$ cat src/rtl/brat_pkg.sv
// Package for the bus range address translator.
// Holds the command, result and window entry types, status codes and FSM states.
// No dependencies.
package brat_pkg;

	localparam int unsigned DATA_W = 32;

	localparam logic OP_TRANSLATE = 1'b0;
	localparam logic OP_LOAD      = 1'b1;

	localparam logic [1:0] ST_OK      = 2'd0;
	localparam logic [1:0] ST_NOMATCH = 2'd1;
	localparam logic [1:0] ST_LOADED  = 2'd2;

	typedef struct packed {
		logic              opcode;
		logic [2:0]        entry_index;
		logic [DATA_W-1:0] child_space;
		logic [DATA_W-1:0] child_address;
		logic [DATA_W-1:0] request_size;
		logic [DATA_W-1:0] map_offset;
		logic [DATA_W-1:0] map_length;
		logic [DATA_W-1:0] parent_hi_in;
		logic [DATA_W-1:0] parent_mid_in;
		logic [DATA_W-1:0] parent_low_in;
		logic [DATA_W-1:0] window_size;
	} cmd_t;

	typedef struct packed {
		logic [1:0]        status;
		logic [2:0]        matched_entry;
		logic [DATA_W-1:0] parent_hi;
		logic [DATA_W-1:0] parent_mid;
		logic [DATA_W-1:0] parent_low;
		logic [DATA_W-1:0] parent_size;
	} result_t;

	typedef struct packed {
		logic [DATA_W-1:0] space;
		logic [DATA_W-1:0] child_base;
		logic [DATA_W-1:0] parent_hi;
		logic [DATA_W-1:0] parent_mid;
		logic [DATA_W-1:0] parent_low;
		logic [DATA_W-1:0] size;
	} win_entry_t;

	typedef struct packed {
		logic              hit;
		logic [DATA_W-1:0] parent_low;
		logic [DATA_W-1:0] parent_size;
	} match_t;

	typedef enum logic [1:0] {
		S_IDLE,
		S_PREP,
		S_SCAN
	} state_t;

endpackage

$ cat src/rtl/brat_win_mem.sv
// Window table: single write port, single registered read port.
// Depends on brat_pkg for the entry type.
module brat_win_mem #(
	parameter int unsigned ENTRIES = 8,
	parameter int unsigned IDX_W   = 3
) (
	input  logic                  clk,
	input  logic                  wr_en,
	input  logic [IDX_W-1:0]      wr_idx,
	input  brat_pkg::win_entry_t  wr_data,
	input  logic                  rd_en,
	input  logic [IDX_W-1:0]      rd_idx,
	output brat_pkg::win_entry_t  rd_data
);

	brat_pkg::win_entry_t mem [ENTRIES];

	always_ff @(posedge clk) begin
		if (wr_en) begin
			mem[wr_idx] <= wr_data;
		end
	end

	always_ff @(posedge clk) begin
		if (rd_en) begin
			rd_data <= mem[rd_idx];
		end
	end

endmodule

$ cat src/rtl/brat_match.sv
// Containment check of one request region against one window entry.
// Depends on brat_pkg for the entry and match types.
module brat_match (
	input  brat_pkg::win_entry_t          entry,
	input  logic [brat_pkg::DATA_W-1:0]   space,
	input  logic [brat_pkg::DATA_W-1:0]   addr,
	input  logic [brat_pkg::DATA_W-1:0]   rsize,
	input  logic [brat_pkg::DATA_W-1:0]   last_req,
	output brat_pkg::match_t              match
);

	logic [brat_pkg::DATA_W-1:0] last_win;
	logic [brat_pkg::DATA_W-1:0] delta;
	logic [brat_pkg::DATA_W-1:0] left;

	always_comb begin
		last_win = entry.child_base + entry.size - brat_pkg::DATA_W'(1);
		delta    = addr - entry.child_base;
		left     = entry.size - delta;
		match.hit = (entry.space == space) && !(addr < entry.child_base) &&
			!(last_req > last_win);
		match.parent_low  = entry.parent_low + delta;
		match.parent_size = (rsize < left) ? rsize : left;
	end

endmodule

$ cat src/rtl/bus_range_address_translator.sv
// Bus range address translator: top level with command sequencer.
// Depends on brat_pkg, brat_win_mem and brat_match.
//
// Usage:
//   A command transfer takes place on a clock edge with start high and busy
//   low. A load command writes one window entry and its result (status
//   loaded) is strobed on done in the following cycle; busy stays low, so a
//   new command may follow at once.
//   A translate command scans the window table from entry zero, one entry
//   per cycle through the single read port of the table memory. busy is high
//   from the cycle after the transfer until the scan ends. Prep reads entry
//   zero; scan compares each entry read and reads the next until one matches
//   or the last active entry is examined. With an active count of zero the
//   result follows in the next cycle. The next command can be taken in the
//   cycle of the strobe. The result is valid for the single cycle in which
//   done is high; the receiver cannot stall it.
//   cfg_we/cfg_wdata set the active entry count; write it only while idle.
//   Reset clears the count and the sequencer; table contents are undefined
//   until loaded.
module bus_range_address_translator #(
	parameter int unsigned WINDOW_ENTRIES = 8
) (
	input  logic              clk,
	input  logic              arst_n,
	input  logic              start,
	output logic              busy,
	input  brat_pkg::cmd_t    cmd,
	output logic              done,
	output brat_pkg::result_t result,
	input  logic              cfg_we,
	input  logic [3:0]        cfg_wdata
);

	localparam int unsigned IDX_W = (WINDOW_ENTRIES > 1) ? $clog2(WINDOW_ENTRIES) : 1;
	localparam int unsigned CNT_W = $clog2(WINDOW_ENTRIES + 1);

	brat_pkg::state_t state_q, state_d;

	logic [3:0]                  range_count_q;
	logic [CNT_W-1:0]            n_q, n_d;
	logic [IDX_W-1:0]            cmp_idx_q, cmp_idx_d;
	logic [brat_pkg::DATA_W-1:0] space_q, addr_q, rsize_q, last_req_q;
	logic                        done_q, done_d;
	brat_pkg::result_t           result_q, result_d;

	logic                        accept;
	logic                        wr_en, rd_en;
	logic [IDX_W-1:0]            rd_idx;
	brat_pkg::win_entry_t        wr_data, rd_data;
	brat_pkg::match_t            match;
	logic                        last_entry;

	assign accept = start && !busy;
	assign busy   = (state_q != brat_pkg::S_IDLE);
	assign done   = done_q;
	assign result = result_q;

	assign wr_data.space      = cmd.child_space;
	assign wr_data.child_base = cmd.child_address;
	assign wr_data.parent_hi  = cmd.parent_hi_in;
	assign wr_data.parent_mid = cmd.parent_mid_in;
	assign wr_data.parent_low = cmd.parent_low_in;
	assign wr_data.size       = cmd.window_size;

	assign wr_en = accept && (cmd.opcode == brat_pkg::OP_LOAD) &&
		(32'(cmd.entry_index) < WINDOW_ENTRIES);

	assign last_entry = ((32'(cmp_idx_q) + 32'd1) == 32'(n_q));

	brat_win_mem #(
		.ENTRIES (WINDOW_ENTRIES),
		.IDX_W   (IDX_W)
	) u_mem (
		.clk     (clk),
		.wr_en   (wr_en),
		.wr_idx  (IDX_W'(cmd.entry_index)),
		.wr_data (wr_data),
		.rd_en   (rd_en),
		.rd_idx  (rd_idx),
		.rd_data (rd_data)
	);

	brat_match u_match (
		.entry    (rd_data),
		.space    (space_q),
		.addr     (addr_q),
		.rsize    (rsize_q),
		.last_req (last_req_q),
		.match    (match)
	);

	always_comb begin
		if (32'(range_count_q) > WINDOW_ENTRIES) begin
			n_d = CNT_W'(WINDOW_ENTRIES);
		end else begin
			n_d = CNT_W'(range_count_q);
		end
	end

	always_comb begin
		state_d   = state_q;
		cmp_idx_d = cmp_idx_q;
		done_d    = 1'b0;
		result_d  = '0;
		rd_en     = 1'b0;
		rd_idx    = '0;
		case (state_q)
			brat_pkg::S_IDLE: begin
				if (accept) begin
					if (cmd.opcode == brat_pkg::OP_LOAD) begin
						done_d          = 1'b1;
						result_d.status = brat_pkg::ST_LOADED;
					end else if (n_d == '0) begin
						done_d          = 1'b1;
						result_d.status = brat_pkg::ST_NOMATCH;
					end else begin
						state_d = brat_pkg::S_PREP;
					end
				end
			end
			brat_pkg::S_PREP: begin
				rd_en     = 1'b1;
				rd_idx    = '0;
				cmp_idx_d = '0;
				state_d   = brat_pkg::S_SCAN;
			end
			brat_pkg::S_SCAN: begin
				if (match.hit) begin
					done_d                 = 1'b1;
					result_d.status        = brat_pkg::ST_OK;
					result_d.matched_entry = 3'(32'(cmp_idx_q));
					result_d.parent_hi     = rd_data.parent_hi;
					result_d.parent_mid    = rd_data.parent_mid;
					result_d.parent_low    = match.parent_low;
					result_d.parent_size   = match.parent_size;
					state_d                = brat_pkg::S_IDLE;
				end else if (last_entry) begin
					done_d          = 1'b1;
					result_d.status = brat_pkg::ST_NOMATCH;
					state_d         = brat_pkg::S_IDLE;
				end else begin
					rd_en     = 1'b1;
					rd_idx    = cmp_idx_q + IDX_W'(1);
					cmp_idx_d = cmp_idx_q + IDX_W'(1);
				end
			end
			default: begin
				state_d = brat_pkg::S_IDLE;
			end
		endcase
	end

	always_ff @(posedge clk or negedge arst_n) begin
		if (!arst_n) begin
			state_q       <= brat_pkg::S_IDLE;
			done_q        <= 1'b0;
			range_count_q <= '0;
			cmp_idx_q     <= '0;
			n_q           <= '0;
		end else begin
			state_q   <= state_d;
			done_q    <= done_d;
			cmp_idx_q <= cmp_idx_d;
			if (cfg_we) begin
				range_count_q <= cfg_wdata;
			end
			if (accept) begin
				n_q <= n_d;
			end
		end
	end

	always_ff @(posedge clk) begin
		result_q <= result_d;
		if (accept) begin
			space_q <= cmd.child_space;
			addr_q  <= cmd.child_address + cmd.map_offset;
			rsize_q <= (cmd.map_length != '0) ? cmd.map_length : cmd.request_size;
		end
		if (state_q == brat_pkg::S_PREP) begin
			last_req_q <= addr_q + rsize_q - brat_pkg::DATA_W'(1);
		end
	end

	a_scan_in_range: assert property (@(posedge clk) disable iff (!arst_n)
		(state_q == brat_pkg::S_SCAN) |-> (32'(cmp_idx_q) < 32'(n_q)))
		else $error("scan index beyond active count");

	a_scan_nonempty: assert property (@(posedge clk) disable iff (!arst_n)
		(state_q != brat_pkg::S_IDLE) |-> (n_q != '0))
		else $error("scan started with no active entries");

	a_load_result: assert property (@(posedge clk) disable iff (!arst_n)
		(done && (result.status == brat_pkg::ST_LOADED)) |->
		$past(accept && (cmd.opcode == brat_pkg::OP_LOAD)))
		else $error("load result without load transfer");

	a_done_source: assert property (@(posedge clk) disable iff (!arst_n)
		done |-> ($past(state_q == brat_pkg::S_SCAN) || $past(accept)))
		else $error("result strobe without a command");

	a_no_accept_busy: assert property (@(posedge clk) disable iff (!arst_n)
		(state_q == brat_pkg::S_PREP) |-> $past(accept && (cmd.opcode == brat_pkg::OP_TRANSLATE)))
		else $error("scan entered without translate transfer");

endmodule

$ cat config.mk
export PLATFORM = sky130hd
export DESIGN_NAME = bus_range_address_translator
export DESIGN_NICKNAME = d
export VERILOG_FILES = /design/src/rtl/brat_pkg.sv /design/src/rtl/brat_win_mem.sv /design/src/rtl/brat_match.sv /design/src/rtl/bus_range_address_translator.sv
export SDC_FILE = /design/constraint.sdc
export NUM_CORES = 2
export LEC_CHECK = 0
export BUFFER_PORTS_ARGS = -buffer_cell sky130_fd_sc_hd__buf_4
export CAP_MARGIN = 20
export CORE_MARGIN = 5
export CORE_UTILIZATION = 60
export DETAILED_ROUTE_END_ITERATION = 12
export PLACE_DENSITY = 0.88
export SLEW_MARGIN = 25
export SYNTH_ARGS = -nofsm -noshare
export SYNTH_HDL_FRONTEND = slang
export SYNTH_SLANG_ARGS = --single-unit
export TNS_END_PERCENT = 20
$ cat constraint.sdc
create_clock -name clk -period 20.4 [get_ports clk]
set_input_delay 6.12 -clock clk [delete_from_list [all_inputs] [get_ports clk]]
set_output_delay 6.12 -clock clk [all_outputs]
set_load 0.05 [all_outputs]
==> results.py <==
metrics = {
    "worst_setup_path": {
        "reg2reg_depth": 26,
        "regToRegSetupSlack_ns": 10.41,
        "r2r-start": "u_mem.rd_data[11]$_DFFE_PP_",
        "critPathKind": "flop to flop",
        "arrival_ns": 10.50,
        "cp_max_fo": 57,
        "required_ns": 20.91,
        "worstSetupStartpointType": "flop",
        "r2r_end": "u_mem.rd_data[20]$_DFFE_PP_",
        "cp-end-kind": "flop",
    },
    "pwr": {
        "p_comb_frac": 0.397,
        "power.switching_mw": 5.28,
        "seqPwrFrac": 0.354,
        "power_leakage_nw": 37.0,
        "power_density_nw_per_um2": 145,
        "p_int_mw": 8.98,
        "swShare": 0.370,
        "ir_drop_mv": 0.110,
        "power_frac_clock": 0.249,
    },
    "min_path": {
        "holdPathStages": 1,
        "hold_end": "result[115]$_SDFF_PN0_",
        "hold_start": "u_mem.rd_data[115]$_DFFE_PP_",
        "hold_path.class": "flop to flop",
    },
    "synthesis": {
        "yosys.area.top_type": "edfxtp_1",
        "synth_edf_count": 1856,
        "syn_inst": 5938,
        "syn-num-nets": 6558,
        "ys_ff_latch": 2003,
        "avgSynthCellArea_um2": 14.6,
        "synthTopCellsByArea": "edfxtp_1 (64%), ha_1 (4.5%), a2111oi_0 (3.3%)",
        "ys_seq_area_frac": 0.677,
        "synth_top_cell_area_share": 0.642,
        "ys_warn_count": 0,
        "syn_area_um2": 86800,
        "async_reset_ff_frac": 0.00699,
        "synth_cell_types": 76,
        "synthFlopType": "edfxtp_1",
    },
    "floorplan": {
        "ioPinCount": 435,
        "rows": 139,
        "die_y_um": 390,
        "die_w_um": 390,
        "start_util": 0.604,
        "die-area_um2": 152000,
        "core-area_um2": 144000,
    },
    "clock_tree": {
        "cts_max_path_buffers": 3,
        "cts_hold_buf": 0,
        "post_cts_resized": 0,
        "htree_num_levels": 4,
        "cts_tree": "done",
        "cts-root-buf": "clkbuf_16",
        "cts_made_buffers": 189,
        "cts_setup_buffers": 0,
        "clk_latency_ns": 0.87,
        "clk_pin_slew_ns": 0.06,
        "cts_num_sinks": 2003,
    },
    "timing": {
        "finalHoldViolCount": 0,
        "fmax_mhz": 100,
        "tightest_slew_ns": 1.21,
        "maxSlewHeadroom": 0.195,
        "period_needed_ns": 9.99,
        "hold_ws_ns": 0.438,
        "fin_tns_setup_ns": 0,
        "setup_ws_ns": 10.41,
        "rsz0062_at_grt": "no",
        "maxSlewViolCount": 0,
        "period_share": 0.490,
        "fin_skew_ns": 0.0653,
        "setup_viol_count_final": 0,
    },
    "job": {
        "cap_violations": 0,
    },
    "routing": {
        "wl_um": 237000,
        "drcViolationCount": 0,
        "first_iter_violations": 6424,
        "wl_per_cell_um": 28.0,
        "vias_per_cell": 6.64,
        "dr_total_vias": 56200,
        "ant_nets": 0,
        "firstDrtPassIters": 9,
    },
    "cells_and_area": {
        "fillCellCount": 9121,
        "final_cell_mix": "edfxtp_1 (1856), buf_4 (490), a21oi_1 (372), inv_1 (339), a2111oi_0 (329)",
        "final-seq-area_um2": 58800,
        "final_common_cell": "edfxtp_1",
        "syn_to_final_growth_pct": 13.2,
        "multi_input_area_um2": 25500,
        "nets": 6972,
        "drive_gt1_frac": 0.159,
    },
    "place": {
        "place_ws_ns": 9.90,
        "numPortBuffers": 434,
        "gp_congestion": 0.964,
        "dp.final_hpwl_um": 143000,
    },
    "global_routing": {
        "grt_max_degree": 168,
        "antenna_found_initial": 55,
        "grt.total_usage": 0.304,
        "grt_pass1_vias": 56300,
        "grt_overflow": 0,
        "grt_pass1_wl_um": 348000,
    },
    "run_status": {
        "status": "finished, final reports clean",
    },
}
[metal layers]
layer	share of wire	vias to the layer above	GRT usage
met3	0.11	599	0.0726
met1	0.37	27700	0.396
met5	0.00094	-	0
met4	0.052	30	0.156
li1	-	24300	-
met2	0.47	3566	0.482
[flip-flops by register name, indices dropped and copies added (netlist names)]
name	count
addr_q	32
cmp_idx_q	3
done	1
last_req_q	32
n_q	4
range_count_q	4
result	133
rsize_q	32
space_q	32
state_q	2
u_mem.mem	1536
u_mem.rd_data	192
[stage by stage]
step / util / area, µm² / total power [mW] / std cells
final: 0.684 / 98300 / 14.3 / 8460
after global routing: 0.684 / 98200 / 15.0 / 8450
after CTS: 0.683 / 98100 / 14.2 / 8417
after detailed placement: 0.639 / 91800 / 10.6 / 8062
after global placement: 0.638 / 91700 / 10.4 / 8060
after floorplan: - / 86800 / 9.01 / 5938
[cells by family after synthesis]
group                    after synthesis  synth area share
flip-flops                          2003             0.677
AO/OA/AOI/OAI                       1579             0.136
AND/OR/NAND/NOR                     1013            0.0621
buffers and inverters                618            0.0315
adder cells (fa/ha/maj)              320            0.0466
multiplexers                         210            0.0272
XOR/XNOR                             195            0.0198
[how the worst max path moves through the flow]
stage / start / endpoint / slack (ns) / depth (start not counted)
global route: u_mem.rd_data[11]$_DFFE_PP_ / u_mem.rd_data[20]$_DFFE_PP_ / 9.87 / 27
CTS: u_mem.rd_data[129]$_DFFE_PP_ / u_mem.rd_data[20]$_DFFE_PP_ / 10.64 / 29
floorplan: start / u_mem.mem[0][0]$_DFFE_PP_ / 0.09 / 3
global placement: start / u_mem.mem[5][95]$_DFFE_PP_ / 10.03 / 8
finish: u_mem.rd_data[11]$_DFFE_PP_ / u_mem.rd_data[20]$_DFFE_PP_ / 10.41 / 26
detailed placement: start / u_mem.mem[5][95]$_DFFE_PP_ / 9.90 / 8
[cell usage after synthesis (all sizes together), types with 14 or more instances]
library cell / n
edfxtp: 1856
a2111oi: 389
a21oi: 374
inv: 340
a21o: 316
ha: 314
nor3: 236
mux2: 207
and2: 203
a221o: 194
buf: 151
nor2: 146
dfxtp: 133
clkbuf: 127
xnor2: 116
nand2: 113
o21ai: 112
and3: 106
xor2: 78
nand3: 44
o21a: 43
nand2b: 32
nand4: 32
a211oi: 26
nor2b: 26
o21bai: 26
nor4: 20
dfrtp: 14
or2: 14
or3: 14
[power by group through the flow]
stage          logic, mW  clock network (mW)  registers, mW
5_1_grt             6.14                3.76           5.06
2_1_floorplan       3.91                   0           5.10
4_1_cts             5.56                3.57           5.05
6_report            5.66                3.55           5.05
3_3_place_gp        5.30                   0           5.12
3_5_place_dp        5.49                   0           5.13
[final cells by class]
type	instances	area share
clock inverters	109	0.0120
multi-input cells	3317	0.260
repair buffers	501	0.0397
flip-flops and latches	2003	0.598
diodes	41	0.00104
inverters	340	0.0130
clock buffers	246	0.0524
well taps	1903	0.0242
[worst max-delay path: stages (launching register included)]
cell and delay (ns):
edfxtp_1 0.44, inv_1 0.07, ha_1 0.30, inv_1 0.05, ha_1 0.33, nand2_1 0.07, o21ai_0 0.27, nor2_1 0.12
o21ai_0 0.14, inv_1 0.11, nor4b_1 0.52, a31oi_1 0.31, a21oi_1 0.35, mux2i_1 0.11, a2111oi_0 0.45, ha_1 0.33
nand4_1 0.12, nor3_1 0.07, a2111oi_0 0.82, o21ai_0 0.42, a211oi_4 0.94, a211o_4 0.63, buf_4 0.79, buf_4 0.82
a221o_1 0.24, a21oi_1 0.05, nor3_1 0.64
(Power assumes the default switching activity.)
